File: src/design/dtp_pkg.sv
// Package for the DER TLV stream parser: byte roles, status codes, length
// byte limits and the per-byte result record. No dependencies.
`default_nettype none

package dtp_pkg;

    // Longest long-form length field accepted, in bytes
    localparam int unsigned MaxLenBytes = 4;
    // Width of the length byte counters; holds MaxLenBytes itself
    localparam int unsigned CntW        = $clog2(MaxLenBytes + 1);

    localparam logic [7:0] LongFormBit = 8'h80;
    localparam logic [6:0] LenCntMask  = 7'h7F;

    typedef enum logic [1:0] {
        ROLE_TAG     = 2'd0,
        ROLE_LENGTH  = 2'd1,
        ROLE_VALUE   = 2'd2,
        ROLE_DISCARD = 2'd3
    } t_role;

    typedef enum logic [1:0] {
        ST_OK        = 2'd0,
        ST_TOO_SMALL = 2'd1,
        ST_BAD_LEN   = 2'd2,
        ST_RSVD      = 2'd3
    } t_status;

    // Result of one byte
    typedef struct packed {
        t_role       byte_role;
        logic [7:0]  elem_tag;
        logic [31:0] elem_length;
        logic        header_done;
        logic        element_done;
        t_status     status;
    } t_result;

    // Input byte as held in the input register
    typedef struct packed {
        logic [7:0] in_byte;
        logic       buffer_last;
    } t_in_item;

endpackage

`default_nettype wire

File: src/design/dtp_in_stage.sv
// Input register of the DER TLV stream parser: holds one transaction until
// the parser core consumes it. Depends on dtp_pkg.
`default_nettype none

module dtp_in_stage (
    input  wire              i_clk,
    input  wire              i_rst_n,
    input  wire              i_valid,
    output logic             o_ready,
    input  dtp_pkg::t_in_item i_item,
    output logic             o_valid,
    input  wire              i_take,
    output dtp_pkg::t_in_item o_item
);
    import dtp_pkg::*;

    logic     r_valid;
    t_in_item r_item;

    // Accept when empty or when the held transaction leaves this cycle
    assign o_ready = !r_valid || i_take;
    assign o_valid = r_valid;
    assign o_item  = r_item;

    // Hold the valid flag
    always_ff @(posedge i_clk) begin
        if (!i_rst_n) begin
            r_valid <= 1'b0;
        end else if (o_ready) begin
            r_valid <= i_valid;
        end
    end

    // Load the payload on acceptance
    always_ff @(posedge i_clk) begin
        if (i_valid && o_ready) begin
            r_item <= i_item;
        end
    end

endmodule

`default_nettype wire

File: src/design/dtp_core.sv
// Parser core of the DER TLV stream parser: element state and the one-step
// labelling logic for a byte. Depends on dtp_pkg.
`default_nettype none

module dtp_core (
    input  wire              i_clk,
    input  wire              i_rst_n,
    input  wire              i_en,
    input  dtp_pkg::t_in_item i_item,
    output dtp_pkg::t_result  o_res
);
    import dtp_pkg::*;

    typedef enum logic [1:0] {
        PH_TAG   = 2'd0,
        PH_LEN1  = 2'd1,
        PH_LENN  = 2'd2,
        PH_VALUE = 2'd3
    } t_phase;

    t_phase            r_phase,  n_phase;
    logic [7:0]        r_tag,    n_tag;
    logic [31:0]       r_acc,    n_acc;
    logic [CntW-1:0]   r_left,   n_left;
    logic [CntW-1:0]   r_total,  n_total;
    logic              r_fzero,  n_fzero;
    logic [31:0]       r_vleft,  n_vleft;
    logic              r_err,    n_err;
    logic              r_ovf,    n_ovf;

    logic [7:0]        b;
    logic              last;
    logic [6:0]        lcnt;
    logic [31:0]       acc_sh;
    logic [CntW-1:0]   left_dec;
    logic              fz;
    logic              ovf;
    logic [31:0]       hdr_len;
    logic              hdr_fin;
    t_result           res;

    assign b    = i_item.in_byte;
    assign last = i_item.buffer_last;
    assign lcnt = b[6:0] & LenCntMask;

    // Step one byte through the element state
    always_comb begin
        n_phase  = r_phase;
        n_tag    = r_tag;
        n_acc    = r_acc;
        n_left   = r_left;
        n_total  = r_total;
        n_fzero  = r_fzero;
        n_vleft  = r_vleft;
        n_err    = r_err;
        n_ovf    = r_ovf;
        acc_sh   = {r_acc[23:0], b};
        left_dec = (r_left != '0) ? r_left - 1'b1 : r_left;
        fz       = (r_left == r_total) ? (b == 8'h00) : r_fzero;
        ovf      = r_ovf || (r_acc[31:24] != 8'h00);
        hdr_len  = 32'd0;
        hdr_fin  = 1'b0;

        res.byte_role    = ROLE_DISCARD;
        res.elem_tag     = r_tag;
        res.elem_length  = 32'd0;
        res.header_done  = 1'b0;
        res.element_done = 1'b0;
        res.status       = ST_OK;

        if (!r_err) begin
            unique case (r_phase)
                PH_TAG: begin
                    res.byte_role = ROLE_TAG;
                    res.elem_tag  = b;
                    n_tag         = b;
                    if (last) begin
                        res.status = ST_TOO_SMALL;
                    end else begin
                        n_phase = PH_LEN1;
                    end
                end
                PH_LEN1: begin
                    res.byte_role = ROLE_LENGTH;
                    if ((b & LongFormBit) == 8'h00) begin
                        hdr_fin = 1'b1;
                        hdr_len = {24'd0, b};
                    end else if (lcnt == 7'd0 || lcnt > 7'(MaxLenBytes)) begin
                        res.status = ST_BAD_LEN;
                    end else if (last) begin
                        res.status = ST_TOO_SMALL;
                    end else begin
                        n_left  = lcnt[CntW-1:0];
                        n_total = lcnt[CntW-1:0];
                        n_acc   = 32'd0;
                        n_ovf   = 1'b0;
                        n_fzero = 1'b0;
                        n_phase = PH_LENN;
                    end
                end
                PH_LENN: begin
                    res.byte_role = ROLE_LENGTH;
                    n_fzero = fz;
                    n_ovf   = ovf;
                    n_acc   = acc_sh;
                    n_left  = left_dec;
                    if (left_dec != '0) begin
                        if (last) begin
                            res.status = ST_TOO_SMALL;
                        end
                    end else if ((r_total > CntW'(1) && fz) || ovf) begin
                        res.status = ST_BAD_LEN;
                    end else begin
                        hdr_fin = 1'b1;
                        hdr_len = acc_sh;
                    end
                end
                PH_VALUE: begin
                    res.byte_role   = ROLE_VALUE;
                    res.elem_length = r_acc;
                    if (r_vleft > 32'd1 && last) begin
                        res.status = ST_TOO_SMALL;
                    end
                    n_vleft = (r_vleft != 32'd0) ? r_vleft - 32'd1 : r_vleft;
                    if (r_vleft <= 32'd1) begin
                        res.element_done = 1'b1;
                        n_phase          = PH_TAG;
                    end
                end
                default: begin
                    n_phase = PH_TAG;
                end
            endcase

            // Close the header: zero length also ends the element
            if (hdr_fin) begin
                n_acc           = hdr_len;
                res.header_done = 1'b1;
                res.elem_length = hdr_len;
                if (hdr_len == 32'd0) begin
                    res.element_done = 1'b1;
                    n_phase          = PH_TAG;
                end else begin
                    n_vleft = hdr_len;
                    n_phase = PH_VALUE;
                    if (last) begin
                        res.status = ST_TOO_SMALL;
                    end
                end
            end

            if (res.status != ST_OK) begin
                n_err = 1'b1;
            end
        end

        // Drop all element state at the end of a buffer
        if (last) begin
            n_phase = PH_TAG;
            n_tag   = 8'd0;
            n_acc   = 32'd0;
            n_left  = '0;
            n_total = '0;
            n_fzero = 1'b0;
            n_vleft = 32'd0;
            n_err   = 1'b0;
            n_ovf   = 1'b0;
        end
    end

    assign o_res = res;

    // Hold element state; advance when a transaction is consumed
    always_ff @(posedge i_clk) begin
        if (!i_rst_n) begin
            r_phase <= PH_TAG;
            r_tag   <= 8'd0;
            r_acc   <= 32'd0;
            r_left  <= '0;
            r_total <= '0;
            r_fzero <= 1'b0;
            r_vleft <= 32'd0;
            r_err   <= 1'b0;
            r_ovf   <= 1'b0;
        end else if (i_en) begin
            r_phase <= n_phase;
            r_tag   <= n_tag;
            r_acc   <= n_acc;
            r_left  <= n_left;
            r_total <= n_total;
            r_fzero <= n_fzero;
            r_vleft <= n_vleft;
            r_err   <= n_err;
            r_ovf   <= n_ovf;
        end
    end

endmodule

`default_nettype wire

File: src/design/der_tlv_stream_parser_top.sv
// Top level of the DER TLV stream parser: input register, parser core and
// result register. Depends on dtp_pkg, dtp_in_stage and dtp_core.
`default_nettype none

// DER TLV stream parser. Feed the encoded buffer one byte per transaction,
// with i_buffer_last set on its final byte; every byte yields exactly one
// result labelling it as tag, length, value or discarded. Short-form and
// long-form lengths of 1 to MaxLenBytes bytes are decoded; status reports a
// truncated buffer or an invalid length on the byte where it is found, and
// the rest of that buffer is discarded. Throughput is one byte per clock
// while results are taken: a byte passes from the input register through
// one step of the parser core into the result register. The input side
// stays ready while a result waits, as long as the input register is free.
module der_tlv_stream_parser_top (
    input  wire         i_clk,
    input  wire         i_rst_n,
    input  wire         i_in_valid,
    output logic        o_in_ready,
    input  wire  [7:0]  i_in_byte,
    input  wire         i_buffer_last,
    output logic        o_out_valid,
    input  wire         i_out_ready,
    output logic [1:0]  o_byte_role,
    output logic [7:0]  o_elem_tag,
    output logic [31:0] o_elem_length,
    output logic        o_header_done,
    output logic        o_element_done,
    output logic [1:0]  o_status
);
    import dtp_pkg::*;

    t_in_item in_item;
    t_in_item held_item;
    logic     held_valid;
    logic     take;
    t_result  step_res;
    logic     r_out_valid;
    t_result  r_out;

    assign in_item.in_byte     = i_in_byte;
    assign in_item.buffer_last = i_buffer_last;

    dtp_in_stage u_in (
        .i_clk   (i_clk),
        .i_rst_n (i_rst_n),
        .i_valid (i_in_valid),
        .o_ready (o_in_ready),
        .i_item  (in_item),
        .o_valid (held_valid),
        .i_take  (take),
        .o_item  (held_item)
    );

    // Consume the held transaction when the result register is free
    assign take = held_valid && (!r_out_valid || i_out_ready);

    dtp_core u_core (
        .i_clk   (i_clk),
        .i_rst_n (i_rst_n),
        .i_en    (take),
        .i_item  (held_item),
        .o_res   (step_res)
    );

    // Hold the result until the transaction is taken
    always_ff @(posedge i_clk) begin
        if (!i_rst_n) begin
            r_out_valid <= 1'b0;
        end else if (!r_out_valid || i_out_ready) begin
            r_out_valid <= held_valid;
        end
    end

    always_ff @(posedge i_clk) begin
        if (take) begin
            r_out <= step_res;
        end
    end

    assign o_out_valid    = r_out_valid;
    assign o_byte_role    = r_out.byte_role;
    assign o_elem_tag     = r_out.elem_tag;
    assign o_elem_length  = r_out.elem_length;
    assign o_header_done  = r_out.header_done;
    assign o_element_done = r_out.element_done;
    assign o_status       = r_out.status;

`ifndef SYNTHESIS
    // An error is reported on a tag or length or value byte, never a discard
    a_status_role: assert property (@(posedge i_clk) disable iff (!i_rst_n)
        (r_out_valid && r_out.status != ST_OK) |-> (r_out.byte_role != ROLE_DISCARD))
        else $error("status raised on a discarded byte");

    // The header completes only on a length byte
    a_hdr_role: assert property (@(posedge i_clk) disable iff (!i_rst_n)
        (r_out_valid && r_out.header_done) |-> (r_out.byte_role == ROLE_LENGTH))
        else $error("header_done on a non-length byte");

    // An element never completes on its tag byte or on a discarded byte
    a_done_role: assert property (@(posedge i_clk) disable iff (!i_rst_n)
        (r_out_valid && r_out.element_done) |->
        (r_out.byte_role == ROLE_LENGTH || r_out.byte_role == ROLE_VALUE))
        else $error("element_done on a tag or discarded byte");

    // The core consumes a byte only when one is held
    a_take_held: assert property (@(posedge i_clk) disable iff (!i_rst_n)
        take |-> held_valid)
        else $error("core advanced with no byte held");
`endif

endmodule

`default_nettype wire

File: config.mk
export PLATFORM = sky130hd
export DESIGN_NAME = der_tlv_stream_parser_top
export DESIGN_NICKNAME = d
export VERILOG_FILES = /design/src/design/dtp_pkg.sv /design/src/design/dtp_in_stage.sv /design/src/design/dtp_core.sv /design/src/design/der_tlv_stream_parser_top.sv
export SDC_FILE = /design/constraint.sdc
export NUM_CORES = 1
export LEC_CHECK = 0
export BUFFER_PORTS_ARGS = -buffer_cell sky130_fd_sc_hd__buf_2
export CAP_MARGIN = 0
export CORE_ASPECT_RATIO = 0.7
export CORE_MARGIN = 10
export CORE_UTILIZATION = 30
export CTS_CLUSTER_SIZE = 24
export DETAILED_ROUTE_END_ITERATION = 7
export PLACE_DENSITY = 0.48
export SLEW_MARGIN = 20
export SYNTH_ARGS = -nofsm -noshare
export SYNTH_HDL_FRONTEND = slang
export SYNTH_HIERARCHICAL = 1
export SYNTH_SLANG_ARGS = --single-unit
File: constraint.sdc
create_clock -name i_clk -period 5.7 [get_ports i_clk]
set_clock_uncertainty 0.1 [all_clocks]
set_input_delay 0.285 -clock i_clk [delete_from_list [all_inputs] [get_ports i_clk]]
set_output_delay 0.285 -clock i_clk [all_outputs]
set_load 0.05 [all_outputs]
==> impl_metrics.ini <==
[run_status]
outcome = completed

[clock_network]
cts_sinks = 140
clock_tree_from_tritoncts = yes
cts-buffers-inserted = 17
post-cts-setup-buffer-count = 0
clock_tree.buffer_depth = 2
htreeDepth = 4
postCtsResizedCells = 0
clkSlewWorstSetupHoldPaths_ns = 0.07
clkLatencyLatePin_ns = 0.44
clk_root_buffer_cell = clkbuf_16

[finish]
syn2layout_area_growth_pct = 19.2
diodes = 0
final_cell_area_um2 = 8450
most_frequent_standard_cell_in_the_layout_excluding_fill_and_tap_cells = dfxtp_1
layoutNonFillerInstCount = 1136
most_frequent_cells_in_the_layout = 85 x dfxtp_1, 61 x a21oi_1, 60 x buf_2, 60 x nor2_1, 55 x edfxtp_1
drive_gt1_share_pct = 17.1
num-nets-final = 835

[place]
io_buffer_count = 60
place.detailed.hpwl_um = 16000
placed_area_um2 = 7710
place.detailed.instances = 1094
globalplace.congestion = 0.900

[setup_path]
critical_path.max_stage_delay_ns = 0.71
critical_path.cell_chain = inv_1 > ha_1 > ha_1 > or3b_2 > a211oi_1 > a21o_1 > and3_1 > buf_4 > o211ai_1 > a21oi_1
timing.critical_path.from_type = flip-flop
timing.critical_path.arrival_ns = 3.93
worstRegToRegCells = 10
worst_r2r_startpoint = u_core/r_left[0]$_SDFFE_PN0P_
cp_slowest_cell = and3_1
rr_endpoint = u_core/r_acc[10]$_SDFFE_PN0P_
path_max_fanout = 20
critical_path_end_type = flip-flop
worst_ep_required_time_ns = 5.96
worst-setup-path-type = reg2reg
ff2ff_setup_slack_ns = 2.03
cpMostUsedCell = ha_1

[floorplanning]
placement_rows = 46
die_h_um = 149
placeableCoreArea_um2 = 23000
dieArea_um2 = 30300
initial_util_pct = 30.9
fp.dieW_um = 204
pin_count = 61

[yosys]
synth.mux.area_fraction_pct = 2.15
yosys.area_share.xor_xnor_pct = 1.34
synth_compound_gate_area_share_pct = 23.7
syn_nets = 784
yosysSeqAreaShare_pct = 47.3
yosys_reg_bits = 140
largest_family_of_logic_cells_by_synthesized_area = compound AO/OA/AOI/OAI gates
mappedNetlistArea_um2 = 7090
ys_async_sr_fraction_pct = 0
synth-warning-count = 6
synth-edff-count = 55
netlist_instances = 760
synth_area_per_cell_um2 = 9.33
synth_fa_ha_area_share_pct = 1.94
synthDistinctLibCells = 72
ys_flop_type = dfxtp_1
yosys.area_share.simple_pct = 18.8

[grt]
total_global_routing_overflow = 0
tot_gr_track_use_pct = 16.2
wire_length_of_the_first_global_routing_pass_um = 38100
number_of_global_route_vias_before_repair = 6124
grt_max_degree = 57
antenna_found_initial = 0

[routing]
first_pass_iters = 5
routed_via_density = 5.69
total_wirelength_of_the_detailed_routed_design_um = 24900
routed-via-count = 6464
drcViolationCount = 0
wl_per_cell_um = 21.9
first_iter_violations = 647
ant_nets = 0

[hold_path]
timing.hold.worst.start = i_out_ready
min_delay_path_depth = 3
holdPathEnd = o_out_valid$_SDFFE_PN0P_
holdCritPathClass = in2reg

[timing]
period_share_pct = 64.4
tightest_slew_ns = 1.10
max_slew_margin_pct = 26.0
final-max-slew-violation-count = 0
hold_ws_ns = 0.107
unrepaired_setup_endpoints_after_global_routing = false
final_hold_violation_count = 0
finalSetupViolCount = 0
finalWorstPathRequiredPeriod_ns = 3.67
timing.fmax_mhz = 273
finalSetupTns_ns = 0

[power]
static-leakage-power_nw = 3.05
power_per_cell_area_nw_per_um2 = 299
vdd_drop_max_uv = 205

[run]
max_cap_violation_count = 0
==> how the worst max path moves through the flow <==
stage	cells past startpoint	end	start
2_1_floorplan	11	u_core/r_vleft[21]$_SDFFE_PN0P_	o_out_valid$_SDFFE_PN0P_
3_3_place_gp	10	u_core/r_acc[9]$_SDFFE_PN0P_	u_core/r_left[0]$_SDFFE_PN0P_
3_5_place_dp	10	u_core/r_acc[10]$_SDFFE_PN0P_	u_core/r_left[0]$_SDFFE_PN0P_
4_1_cts	10	u_core/r_acc[10]$_SDFFE_PN0P_	u_core/r_left[0]$_SDFFE_PN0P_
5_1_grt	10	u_core/r_acc[12]$_SDFFE_PN0P_	u_core/r_left[0]$_SDFFE_PN0P_
6_report	10	u_core/r_acc[10]$_SDFFE_PN0P_	u_core/r_left[0]$_SDFFE_PN0P_
==> stage by stage <==
step | utilization, % | setup WS (ns) | power, mW
after global placement | 33.6 | 2.21 | 1.33
final | 36.8 | 2.03 | 2.53
after detailed placement | 33.6 | 2.14 | 1.32
after floorplan | - | 0.952 | 1.26
after CTS | 36.8 | 2.09 | 2.55
after global routing | 36.8 | 1.73 | 2.60
==> final cells by class <==
type / count / area (um^2)
multi-input cells: 536 / 3430
clock inverters: 15 / 213
clock buffers: 17 / 425
flip-flops and latches: 140 / 3350
inverters: 28 / 105
well taps: 312 / 390
fillers: 2330 / 14500
repair buffers: 88 / 536
==> critical path: cells and delay by family (launching register included) <==
kind                     cells  cell delay [ns]
AO/OA/AOI/OAI                4             1.14
adder cells (fa/ha/maj)      2             0.40
buffers and inverters        2             0.42
flip-flops                   1             0.34
AND/OR/NAND/NOR              2             1.18
==> kinds of logic after synthesis <==
| kind of cell | after synthesis |
|---|---|
| and+or+nand+nor | 256 |
| xor gates and xnor gates | 10 |
| muxes | 14 |
| AOI/OAI and AO/OA | 245 |
| buffers and inverters | 84 |
| DFF | 140 |
| adders and majority gates | 11 |
==> routing by layer <==
layer | GRT usage, % | up-vias | wire length, um
met5 | 0 | - | 0
met4 | 5.24 | 0 | 439
met3 | 3.60 | 35 | 1950
met2 | 22.0 | 300 | 9810
met1 | 24.4 | 3104 | 12700
li1 | - | 3025 | -
==> cell usage after synthesis, drive strengths merged, types with 11 or more instances <==
library cell	number	area [um^2]
dfxtp	85	1700
a21oi	63	315
nor2	61	229
edfxtp	55	1650
nand3	52	260
clkbuf	44	165
a22oi	42	315
o211ai	38	290
nand2	36	135
nor3	31	160
inv	28	105
o21ai	23	115
nor4	18	119
a32oi	16	140
buf	12	65.1
ha	11	138
==> what timing repair did <==
item | 4_1_cts | 5_1_grt
hold buffers | 10 | 0
endpoints found under the setup margin | 0 | 0
hold endpoints to repair | 10 | 0
==> sequential cells by signal, summed over array words and instances, names as in the netlist <==
signal          cells
u_core/r_vleft     32
u_core/r_phase      2
u_in/o_valid        1
u_core/r_ovf        1
o_status            2
u_core/r_left       3
u_core/r_acc       32
o_element_done      1
o_header_done       1
o_byte_role         2
u_core/r_err        1
u_core/r_tag        8
o_elem_length      32
o_out_valid         1
u_core/r_total      3
u_in/o_item         9
o_elem_tag          8
u_core/r_fzero      1
==> power breakdown <==
group	internal (mW)	total (mW)	switching, mW
logic	0.0546	0.212	0.157
clock network	0.741	1.22	0.481
registers	1.07	1.10	0.0272
total	1.86	2.53	0.665
Power figures use the tool's default switching activity.
